$ cat config.mk
export PLATFORM = sky130hd
export DESIGN_NAME = etqa_ctrl
export DESIGN_NICKNAME = d
export VERILOG_FILES = /design/src/sv/etqa_pkg.sv /design/src/sv/etqa_ctrl.sv
export SDC_FILE = /design/constraint.sdc
export NUM_CORES = 1
export LEC_CHECK = 0
export BUFFER_PORTS_ARGS = -buffer_cell sky130_fd_sc_hd__buf_2
export CAP_MARGIN = 5
export CELL_PAD_IN_SITES_DETAIL_PLACEMENT = 2
export CELL_PAD_IN_SITES_GLOBAL_PLACEMENT = 2
export CORE_AREA = 2 2 39 41
export CTS_BUF_LIST = sky130_fd_sc_hd__clkbuf_8
export CTS_CLUSTER_SIZE = 16
export DETAILED_ROUTE_END_ITERATION = 16
export DIE_AREA = 0 0 41 43
export GPL_TIMING_DRIVEN = 0
export PLACE_DENSITY = 0.6
export SYNTH_ARGS = -nofsm -noshare
export SYNTH_HDL_FRONTEND = slang
export SYNTH_SLANG_ARGS = --single-unit
$ cat constraint.sdc
create_clock -name clk -period 2.4 [get_ports clk]
set_input_delay 0.48 -clock clk [delete_from_list [all_inputs] [get_ports clk]]
set_output_delay 0.48 -clock clk [all_outputs]
set_load 0.05 [all_outputs]
$ cat src/sv/etqa_pkg.sv
// Shared types and codes for the event time queue.
// No dependencies.
package etqa_pkg;
	localparam int TIME_BITS = 48;

	typedef enum logic [1:0] {
		CMD_SCHED_ABS = 2'd0,
		CMD_SCHED_REL = 2'd1,
		CMD_ADVANCE   = 2'd2,
		CMD_CLEAR     = 2'd3
	} cmd_t;

	typedef enum logic [1:0] {
		ST_OK       = 2'd0,
		ST_FINISHED = 2'd1,
		ST_INVALID  = 2'd2,
		ST_FULL     = 2'd3
	} status_t;

	localparam logic REG_MAX_STEP = 1'b0;
	localparam logic REG_SMOOTH   = 1'b1;
	localparam logic [31:0] MAX_STEP_RESET = 32'd6554;

	typedef enum logic [1:0] {
		S_IDLE,
		S_SCAN,
		S_POP,
		S_DONE
	} state_t;

	// controller -> datapath
	typedef struct packed {
		logic load;      // capture request, start scan
		logic scan_step; // read one entry, fold the previous one in
		logic decide;    // act on scan result
		logic pop_move;  // move the last entry into the popped slot
		logic finish;    // load output registers
	} dp_cmd_t;

	// datapath -> controller
	typedef struct packed {
		logic scan_done;
		logic need_pop;
	} dp_stat_t;
endpackage

$ cat src/sv/etqa_ctrl.sv
// Sequencer for the event time queue: scan, decide, pop, respond.
// Depends on etqa_pkg.
module etqa_ctrl (
	input  logic               clk,
	input  logic               arst_n,
	input  logic               in_valid,
	output logic               in_ready,
	output logic               out_valid,
	input  logic               out_ready,
	input  etqa_pkg::dp_stat_t stat,
	output etqa_pkg::dp_cmd_t  cmd
);
	import etqa_pkg::*;

	state_t state_q, state_d;
	logic   out_valid_q, out_valid_d;

	always_ff @(posedge clk or negedge arst_n) begin
		if (!arst_n) begin
			state_q     <= S_IDLE;
			out_valid_q <= 1'b0;
		end else begin
			state_q     <= state_d;
			out_valid_q <= out_valid_d;
		end
	end

	assign out_valid = out_valid_q;

	always_comb begin
		state_d     = state_q;
		cmd         = '0;
		in_ready    = 1'b0;
		out_valid_d = out_valid_q && !out_ready;
		unique case (state_q)
			S_IDLE: begin
				in_ready = 1'b1;
				if (in_valid) begin
					cmd.load = 1'b1;
					state_d  = S_SCAN;
				end
			end
			S_SCAN: begin
				if (!stat.scan_done) begin
					cmd.scan_step = 1'b1;
				end else begin
					cmd.decide = 1'b1;
					if (stat.need_pop) state_d = S_POP;
					else               state_d = S_DONE;
				end
			end
			S_POP: begin
				cmd.pop_move = 1'b1;
				state_d      = S_DONE;
			end
			S_DONE: begin
				if (!out_valid_q || out_ready) begin
					cmd.finish  = 1'b1;
					out_valid_d = 1'b1;
					state_d     = S_IDLE;
				end
			end
			default: state_d = S_IDLE;
		endcase
	end
endmodule

==> results of run 1 <==
-- per-layer routing --
metal | up-vias | GRT usage [%] | routed length (um)
met5 | - | 0 | 0
met4 | 0 | 8.000 | 0
met3 | 0 | 5.236 | 44
met2 | 9 | 12.50 | 288
met1 | 95 | 8.442 | 225
li1 | 104 | - | -
-- cell families after synthesis --
kind of cell,synth area share (%)
muxes,9.374
buffers and inverters,7.809
and+or+nand+nor,20.83
adders and majority gates,20.83
AOI/OAI and AO/OA,9.895
DFF,31.25
-- worst paths after layout --
path | from | end | slack [ns] | depth (start not counted)
worst max-delay path | state_q[0] | cmd[4] | 0.58 | 4
worst min-delay path | arst_n | out_valid | 0.05 | 1
worst max register to register | state_q[0] | state_q[1] | 0.93 | 5
worst min register to register | out_valid | out_valid | 0.55 | 2
max in group asynchronous | arst_n | state_q[0] | 2.24 | 1
min in group clk | out_valid | out_valid | 0.55 | 2
-- layout by cell type (no fill, tap or decap) --
| master | count |
|---|---|
| dfrtp_1 | 3 |
| inv_2 | 1 |
| buf_2 | 12 |
| o221ai_2 | 1 |
| mux2_1 | 2 |
| clkbuf_8 | 3 |
| clkinv_1 | 1 |
| ha_1 | 4 |
| o221ai_1 | 1 |
| nand2b_4 | 1 |
| and2_1 | 2 |
| nand2_1 | 2 |
| nand2b_2 | 1 |
| inv_1 | 4 |
| and2_2 | 1 |
-- cells in the mapped netlist --
library cell  n  area, um2
inv_1         3      11.26
o221ai_2      1      15.01
nand2_1       2      7.510
dfrtp_1       3      75.07
and2_1        2      12.51
and2_2        1      7.510
nand2b_4      1      13.76
inv_2         1      3.750
nand2b_2      1      8.760
o221ai_1      1      8.760
ha_1          4      50.05
clkinv_1      1      3.750
mux2_1        2      22.52
-- flip-flops by register name (all words and copies together) (netlist names) --
name and count:
state_q 2, out_valid 1
-- metrics by stage --
step           util (%)  hold slack [ns]  instance area, um2  setup slack, ns
5_1_grt           26.40          0.04773               365.4           0.4758
2_1_floorplan         -           0.1844               240.2           0.4197
4_1_cts           26.40          0.04867               365.4           0.5516
3_3_place_gp      23.15           0.2753               320.3           0.8189
6_report          26.40          0.05321               365.4           0.5765
3_5_place_dp      23.15           0.2774               320.3           0.7842
-- final cells by class --
class	instances	area share, %
Clock buffer	3	11.30
Tap cell	16	5.479
Sequential cell	3	20.55
Multi-Input combinational cell	15	40.07
Timing Repair Buffer	12	16.44
Clock inverter	1	1.027
Inverter	5	5.137
==> qor.yml, run 1 <==
die:
  boundaryPins: 13
  coreArea_um2: 1384
  initial_utilization_pct: 17.36
  die-area_um2: 1763
  dieHeight_um: 43
  die_w_um: 41
  row_count: 14
setup_path:
  crit_required_ns: 1.92
  cp_cell_sequence: "inv_1, ha_1, and2_1, buf_2"
  critical_path_arrival_ns: 1.34
  end_kind: "primary output"
  crit_fanout: 6
  start_kind: "flip-flop"
  cpLargestDelayFamily: "flip-flops"
  critPathKind: "flip-flop to primary output"
  crit_path_top_delay_cell: "dfrtp_1"
  path_buf_inv: 2
  worst_path_largest_cell_delay_ns: 0.43
clock_network:
  h-tree-depth: 1
  clk_pin_slew_worst_paths_ns: 0.03
  root_buffer: "clkbuf_8"
  cts_resized: 0
  post_cts_buffers: 0
  cts_tree: "yes"
  cts_hold_buf: 0
  clkLatencyLatePin_ns: 0.21
  clock_path_buffers: 2
  numCtsBuffers: 3
  clock-sinks: 3
place:
  dp_cells: 51
  portBuffers: 12
  place.gp.congestion: 0.6871
  dp_hpwl_um: 467.9
sta:
  clock_skew_ns: 0.0004336
  hold_viol: 0
  tightest_slew_ns: 0.2531
  rsz0062_at_grt: "no"
  drv_slew: 0
  finalSetupTns_ns: 0
  period_share_pct: 75.98
  finalSetupViolCount: 0
  max-slew-margin-rel_pct: 83.24
  fmax_mhz: 548.4
  min_period_ns: 1.823
final_layout:
  nFillCells: 164
  seq_area_um2: 75.07
  diodes: 0
  area_growth_pct: 52.08
  drive_gt1_share_pct: 51.28
  fin_cells: 55
  multi_input_area_um2: 146.4
  fin_nets: 50
global_routing:
  gr-total-overflow: 0
  grt_max_degree: 7
  antenna_found_initial: 0
  grt_use_total_pct: 8.862
  grt_pass1_wl_um: 966
  grt_pass1_vias: 246
drt:
  dr_total_vias: 208
  finalWirelength_um: 558
  ant_nets: 0
  drt-initial-drc-count: 1
  wl_per_cell_um: 10.15
  drt_drc_violations_left: 0
  firstDrtPassIters: 2
  routed_via_density: 3.782
synthesis:
  ys_types: 13
  synth_seq_cells: 3
  ys_warn_count: 0
  syn_nets: 33
  synth.avg_cell_area_um2: 10.44
  postSynthCellCount: 23
  synth_area_um2: 240.2
  ys_seq_area_share_pct: 31.25
run_status:
  status: "finished, final reports clean"
run:
  maxCapViolCount: 0
hold_path:
  hold_path_class: "primary input to asynchronous set/reset pin"
Power of run 1 is left out: the tool's default activity adds up to more than one toggle a clock period on the data nets, which glitch-free logic cannot reach.
==> run 2, diff against run 1 <==
- clock period: 2.4 -> 1.8 ns (I/O delays scaled with it)
==> qor.yml, run 2 (same netlist as run 1, synthesis figures left out) <==
final_layout:
  multi_input_area_um2: 147.6  # +0.86%
  drive_gt1_share_pct: 52.50  # +1.2 points
  largest_register: "state_q"
  fin_nets: 51  # +2.0%
  fin_cells: 56  # +1.8%
  nFillCells: 159  # -3.0%
  area_growth_pct: 56.77
  seq_area_um2: 75.07  # unchanged
  layout_common_cells: "buf_2, inv_1, ha_1, clkbuf_8, dfrtp_1"
  final_common_cell: "buf_2"
  diodes: 0  # unchanged
  largest_register_ffs: 2  # unchanged
drt:
  firstDrtPassIters: 2  # unchanged
  dr_total_vias: 220  # +5.8%
  wl_per_cell_um: 9.714  # -4.2%
  routed_via_density: 3.929  # +3.9%
  ant_nets: 0  # unchanged
  drt_drc_violations_left: 0  # unchanged
  finalWirelength_um: 544  # -2.5%
  drt-initial-drc-count: 1  # unchanged
clock_network:
  cts_tree: "yes"
  numCtsBuffers: 3  # unchanged
  clock_path_buffers: 2  # unchanged
  h-tree-depth: 1  # unchanged
  clkLatencyLatePin_ns: 0.21  # about the same
  clk_pin_slew_worst_paths_ns: 0.03  # about the same
  cts_resized: 0  # unchanged
  cts_hold_buf: 1  # +1
  root_buffer: "clkbuf_8"
  clock-sinks: 3  # unchanged
  post_cts_buffers: 0  # unchanged
setup_path:
  r2r_slack_ns: 0.33  # -0.60 ns
  reg2reg_to: "state_q[1]"
  r2r_start: "state_q[0]"
  critical_path_arrival_ns: 1.34  # about the same
  critPathKind: "flip-flop to primary output"
  worst_path_largest_cell_delay_ns: 0.43  # about the same
  start_kind: "flip-flop"
  crit_fanout: 6  # unchanged
  crit_required_ns: 1.44  # -0.48 ns
  end_kind: "primary output"
  cp_cell_sequence: "inv_1, ha_1, and2_2, buf_2"
  rr_worst_depth: 5  # unchanged
  crit_path_top_delay_cell: "dfrtp_1"
run_status:
  status: "finished, final reports clean"
run:
  maxCapViolCount: 0  # unchanged
sta:
  rsz0062_at_grt: "no"
  finalSetupViolCount: 0  # unchanged
  clock_skew_ns: 0.003494  # +0.003060 ns
  finalSetupTns_ns: 0  # unchanged
  min_period_ns: 1.698
  fmax_mhz: 589.0
  period_share_pct: 94.32
  hold_viol: 0  # unchanged
  max-slew-margin-rel_pct: 83.36  # +0.11 points
  tightest_slew_ns: 0.2514  # -0.001731 ns
  drv_slew: 0  # unchanged
die:
  row_count: 14  # unchanged
  dieHeight_um: 43  # unchanged
  coreArea_um2: 1384  # unchanged
  initial_utilization_pct: 17.36  # unchanged
  die-area_um2: 1763  # unchanged
  boundaryPins: 13  # unchanged
  die_w_um: 41  # unchanged
global_routing:
  antenna_found_initial: 0  # unchanged
  gr-total-overflow: 0  # unchanged
  grt_pass1_vias: 245  # -0.41%
  grt_pass1_wl_um: 938  # -2.9%
  grt_use_total_pct: 8.459  # -0.40 points
  grt_max_degree: 7  # unchanged
place:
  dp_cells: 51  # unchanged
  dp_hpwl_um: 455.8  # -2.6%
  portBuffers: 12  # unchanged
  place.gp.congestion: 0.6676  # -2.8%
hold_path:
  worst_hold_startpoint: "out_ready"
  whs_endpoint: "out_valid"
  hold_path_class: "primary input to flip-flop"
  whs_path_depth: 3
[run 2: cell types whose count changed in the layout (fill, tap and decap cells not counted), sizes merged]
| cell | delta |
|---|---|
| dlygate4sd3 | +1 |
[run 2: layout make-up]
type                    instances  share of cell area (%)
well taps                      16                   5.316
repair buffers                 13                   18.60
flip-flops and latches          3                   19.93
clock buffers                   3                   10.96
inverters                       5                   4.983
multi-input cells              15                   39.20
clock inverters                 1                  0.9967
[run 2: worst max path at each step]
| stage | from | to | slack (ns) |
|---|---|---|---|
| after floorplan | state_q[0] | cmd[4] | 0.04 |
| after global placement | state_q[0] | cmd[4] | 0.33 |
| after detailed placement | state_q[0] | cmd[4] | 0.30 |
| after CTS | state_q[0] | cmd[4] | 0.07 |
| after global routing | state_q[0] | cmd[4] | 0.006 |
| final | state_q[0] | cmd[4] | 0.10 |
[run 2: per-stage QoR]
step           worst slack, ns  util (%)  area, um2  hold WS [ns]
2_1_floorplan          0.04048         -      241.5       0.06441
3_3_place_gp            0.3273     23.24      321.6        0.1553
3_5_place_dp            0.3038     23.24      321.6        0.1575
4_1_cts                0.07500     27.22      376.6        0.4354
5_1_grt               0.006331     27.22      376.6        0.4483
6_report                0.1022     27.22      376.6        0.4400
[run 2: worst max-delay path: cells and delay by family (launching register included)]
kind | cells | cell delay, ns
fa+ha+maj | 1 | 0.20
flops | 1 | 0.43
simple gates | 1 | 0.15
buf+inv | 2 | 0.35
[run 2: routing by layer]
metal | track usage, % | vias up | share of wire (%)
li1 | - | 107 | -
met1 | 8.766 | 104 | 41
met2 | 11.25 | 9 | 50
met3 | 4.712 | 0 | 9.0
met4 | 8.000 | 0 | 0
met5 | 0 | - | 0
Power of run 2 is left out for the same reason.
==> run 3, diff against run 2 <==
- ABC_AREA: not set -> 1
- CTS_BUF_LIST: sky130_fd_sc_hd__clkbuf_8 -> sky130_fd_sc_hd__clkbuf_4 sky130_fd_sc_hd__clkbuf_8
- PLACE_DENSITY: 0.6 -> 0.7
- SETUP_SLACK_MARGIN: not set -> 0.5
==> qor.yml, run 3 <==
setup_path:
  cpLargestDelayFamily: "flip-flops"
  crit_fanout: 4  # -2
  end_kind: "primary output"
  worst_path_largest_cell_delay_ns: 0.45  # +0.02 ns
  start_kind: "flip-flop"
  critPathKind: "flip-flop to primary output"
  crit_path_top_delay_cell: "dfrtp_2"
  crit_required_ns: 1.44  # about the same
  path_buf_inv: 3  # +1
  critical_path_arrival_ns: 1.20  # -0.14 ns
  cp_cell_sequence: "inv_4, ha_4, nand2_4, clkinvlp_4, buf_8"
place:
  place_area_um2: 384.1  # +19%
  dp_cells: 66  # +29%
  place.gp.congestion: 0.6638  # -0.57%
  dp_hpwl_um: 579.6  # +27%
  place_ws_ns: 0.2246  # -0.07918 ns
  portBuffers: 12  # unchanged
sta:
  min_period_ns: 1.559  # -0.1385 ns
  period_share_pct: 86.62  # -7.7 points
  finalSetupViolCount: 0  # unchanged
  fmax_mhz: 641.3  # +8.9%
  finalSetupTns_ns: 0  # unchanged
  clock_skew_ns: 0.0005492  # -0.002944 ns
  drv_slew: 0  # unchanged
  setup_slack_ns: 0.2408  # +0.1385 ns
  tightest_slew_ns: 0.1911  # -0.06030 ns
  rsz0062_at_grt: "yes"
  hold_viol: 0  # unchanged
  max-slew-margin-rel_pct: 87.26  # +3.9 points
clock_network:
  cts_tree: "yes"
  clock_path_buffers: 2  # unchanged
  h-tree-depth: 1  # unchanged
  clock-sinks: 3  # unchanged
  clkLatencyLatePin_ns: 0.23  # +0.02 ns
  clk_pin_slew_worst_paths_ns: 0.04  # about the same
  numCtsBuffers: 3  # unchanged
  root_buffer: "clkbuf_4"
drt:
  drt-initial-drc-count: 0  # -1
  dr_total_vias: 324  # +47%
  routed_via_density: 4.101  # +4.4%
  firstDrtPassIters: 1  # -1
  wl_per_cell_um: 12.86  # +32%
  drt_drc_violations_left: 0  # unchanged
  ant_nets: 0  # unchanged
  finalWirelength_um: 1016  # +87%
final_layout:
  layout_common_cells: "nand2_1, buf_4, buf_2"
  nFillCells: 163  # +2.5%
  diodes: 0  # unchanged
  design_area_um2: 594.3  # +58%
  largest_register_ffs: 2  # unchanged
  drive_gt1_share_pct: 74.60  # +22 points
  largest_register: "state_q"
  fin_nets: 74  # +45%
  final_common_cell: "nand2_1"
  fin_cells: 79  # +41%
  area_growth_pct: 125.1
synthesis:
  synth-edff-count: 0  # unchanged
  synth_top_area_cell: "dfrtp_1"
  async_flop_share_pct: 100.0  # unchanged
  yosys.cell_count.top_type: "nand2_1"
  netlist_top_cells_area: "dfrtp_1, ha_1, nand2_1, inv_1, nand2_2"
  synth_seq_cells: 3  # unchanged
  ys_seq_area_share_pct: 28.44  # -2.8 points
  synth_ff_type: "dfrtp_1"
  syn_nets: 48  # +45%
  synth_top_area_share_pct: 28.44  # -2.8 points
  synth_common_cells: "nand2_1, inv_1, ha_1"
  postSynthCellCount: 38  # +65%
  synth_area_um2: 264.0  # +9.9%
  synth.avg_cell_area_um2: 6.947  # -33%
  ys_warn_count: 0  # unchanged
  ys_types: 12  # -1
global_routing:
  grt_pass1_vias: 376  # +53%
  grt_pass1_wl_um: 1490  # +59%
  grt_max_degree: 6  # -1
  grt_use_total_pct: 13.05  # +4.6 points
  antenna_found_initial: 0  # unchanged
  gr-total-overflow: 0  # unchanged
die:
  boundaryPins: 13  # unchanged
  initial_utilization_pct: 19.08  # +1.7 points
  die_w_um: 41  # unchanged
  die-area_um2: 1763  # unchanged
  dieHeight_um: 43  # unchanged
  coreArea_um2: 1384  # unchanged
  row_count: 14  # unchanged
hold_path:
  hold_path_class: "primary input to asynchronous set/reset pin"
power_and_ir_drop:
  ir_worst_vdd_v: 0.0007423
  p_leak_nw: 0.3130
  cellPowerDensity_nw_per_um2: 2145
run:
  maxCapViolCount: 0  # unchanged
run_status:
  status: "finished, final reports clean"
==> run 3: metal layers <==
layer | up-vias | global-route usage, % | part of all wire (%)
met5 | - | 0 | 0
met3 | 0 | 1.571 | 2.1
met4 | 0 | 6.000 | 0
met1 | 157 | 11.90 | 36
met2 | 6 | 25.31 | 62
li1 | 161 | - | -
==> run 3: worst paths after layout <==
path	endpoint	startpoint	slack, ns	cells after the start
worst max-delay path	cmd[4]	state_q[0]	0.24	5
worst min-delay path	state_q[0]	arst_n	0.45	2
worst max register to register	state_q[0]	state_q[0]	0.58	8
worst min register to register	state_q[0]	state_q[0]	0.59	2
max in group asynchronous	state_q[1]	arst_n	1.23	2
min in group clk	out_valid	out_ready	0.45	4
==> run 3: repair_timing <==
item,CTS,global route
hold endpoints to repair,3,0
hold buffers,1,0
pin swaps,3,4
setup endpoints to repair,7,8
setup buffers,6,2
gates resized for setup,29,4
==> run 3: through the flow <==
step | power (mW) | utilization, % | hold WS (ns)
floorplan | 0.6718 | - | 0.06441
global placement | 0.7693 | 27.76 | 0.1554
detailed placement | 0.7869 | 27.76 | 0.1568
CTS | 1.205 | 40.69 | 0.4422
global route | 1.370 | 42.95 | 0.4659
finish | 1.275 | 42.95 | 0.4507
==> run 3: layout make-up <==
type	instances	area [um2]	area share, %
clock buffer	4	30.03	5.053
sequential	3	77.57	13.05
timing repair buffer	21	188.9	31.79
tap	16	20.02	3.368
inverter	10	53.80	9.053
multi-input combinational	25	224.0	37.68
==> run 3: worst register-to-register path, delay by kind of cell, from the launching register on <==
kind	cells	cell delay, ns
buf+inv	2	0.23
fa+ha+maj	1	0.16
flops	1	0.45
simple gates	5	0.27
==> run 3: logic make-up (layout without fill, tap and decap cells) <==
group,Yosys count,count (layout),synth area share [%]
AND/OR/NAND/NOR,19,19,34.60
buffers and inverters,10,35,14.22
adder cells (fa/ha/maj),4,4,18.96
flip-flops,3,3,28.44
AO/OA/AOI/OAI,2,2,3.792
==> run 3: where the power goes <==
group          internal, mW  switching, mW
clock                0.0979         0.0325
combinational         0.430          0.545
sequential            0.109         0.0612
total                 0.636          0.639
No activity file was read; power rests on OpenSTA's default activity.
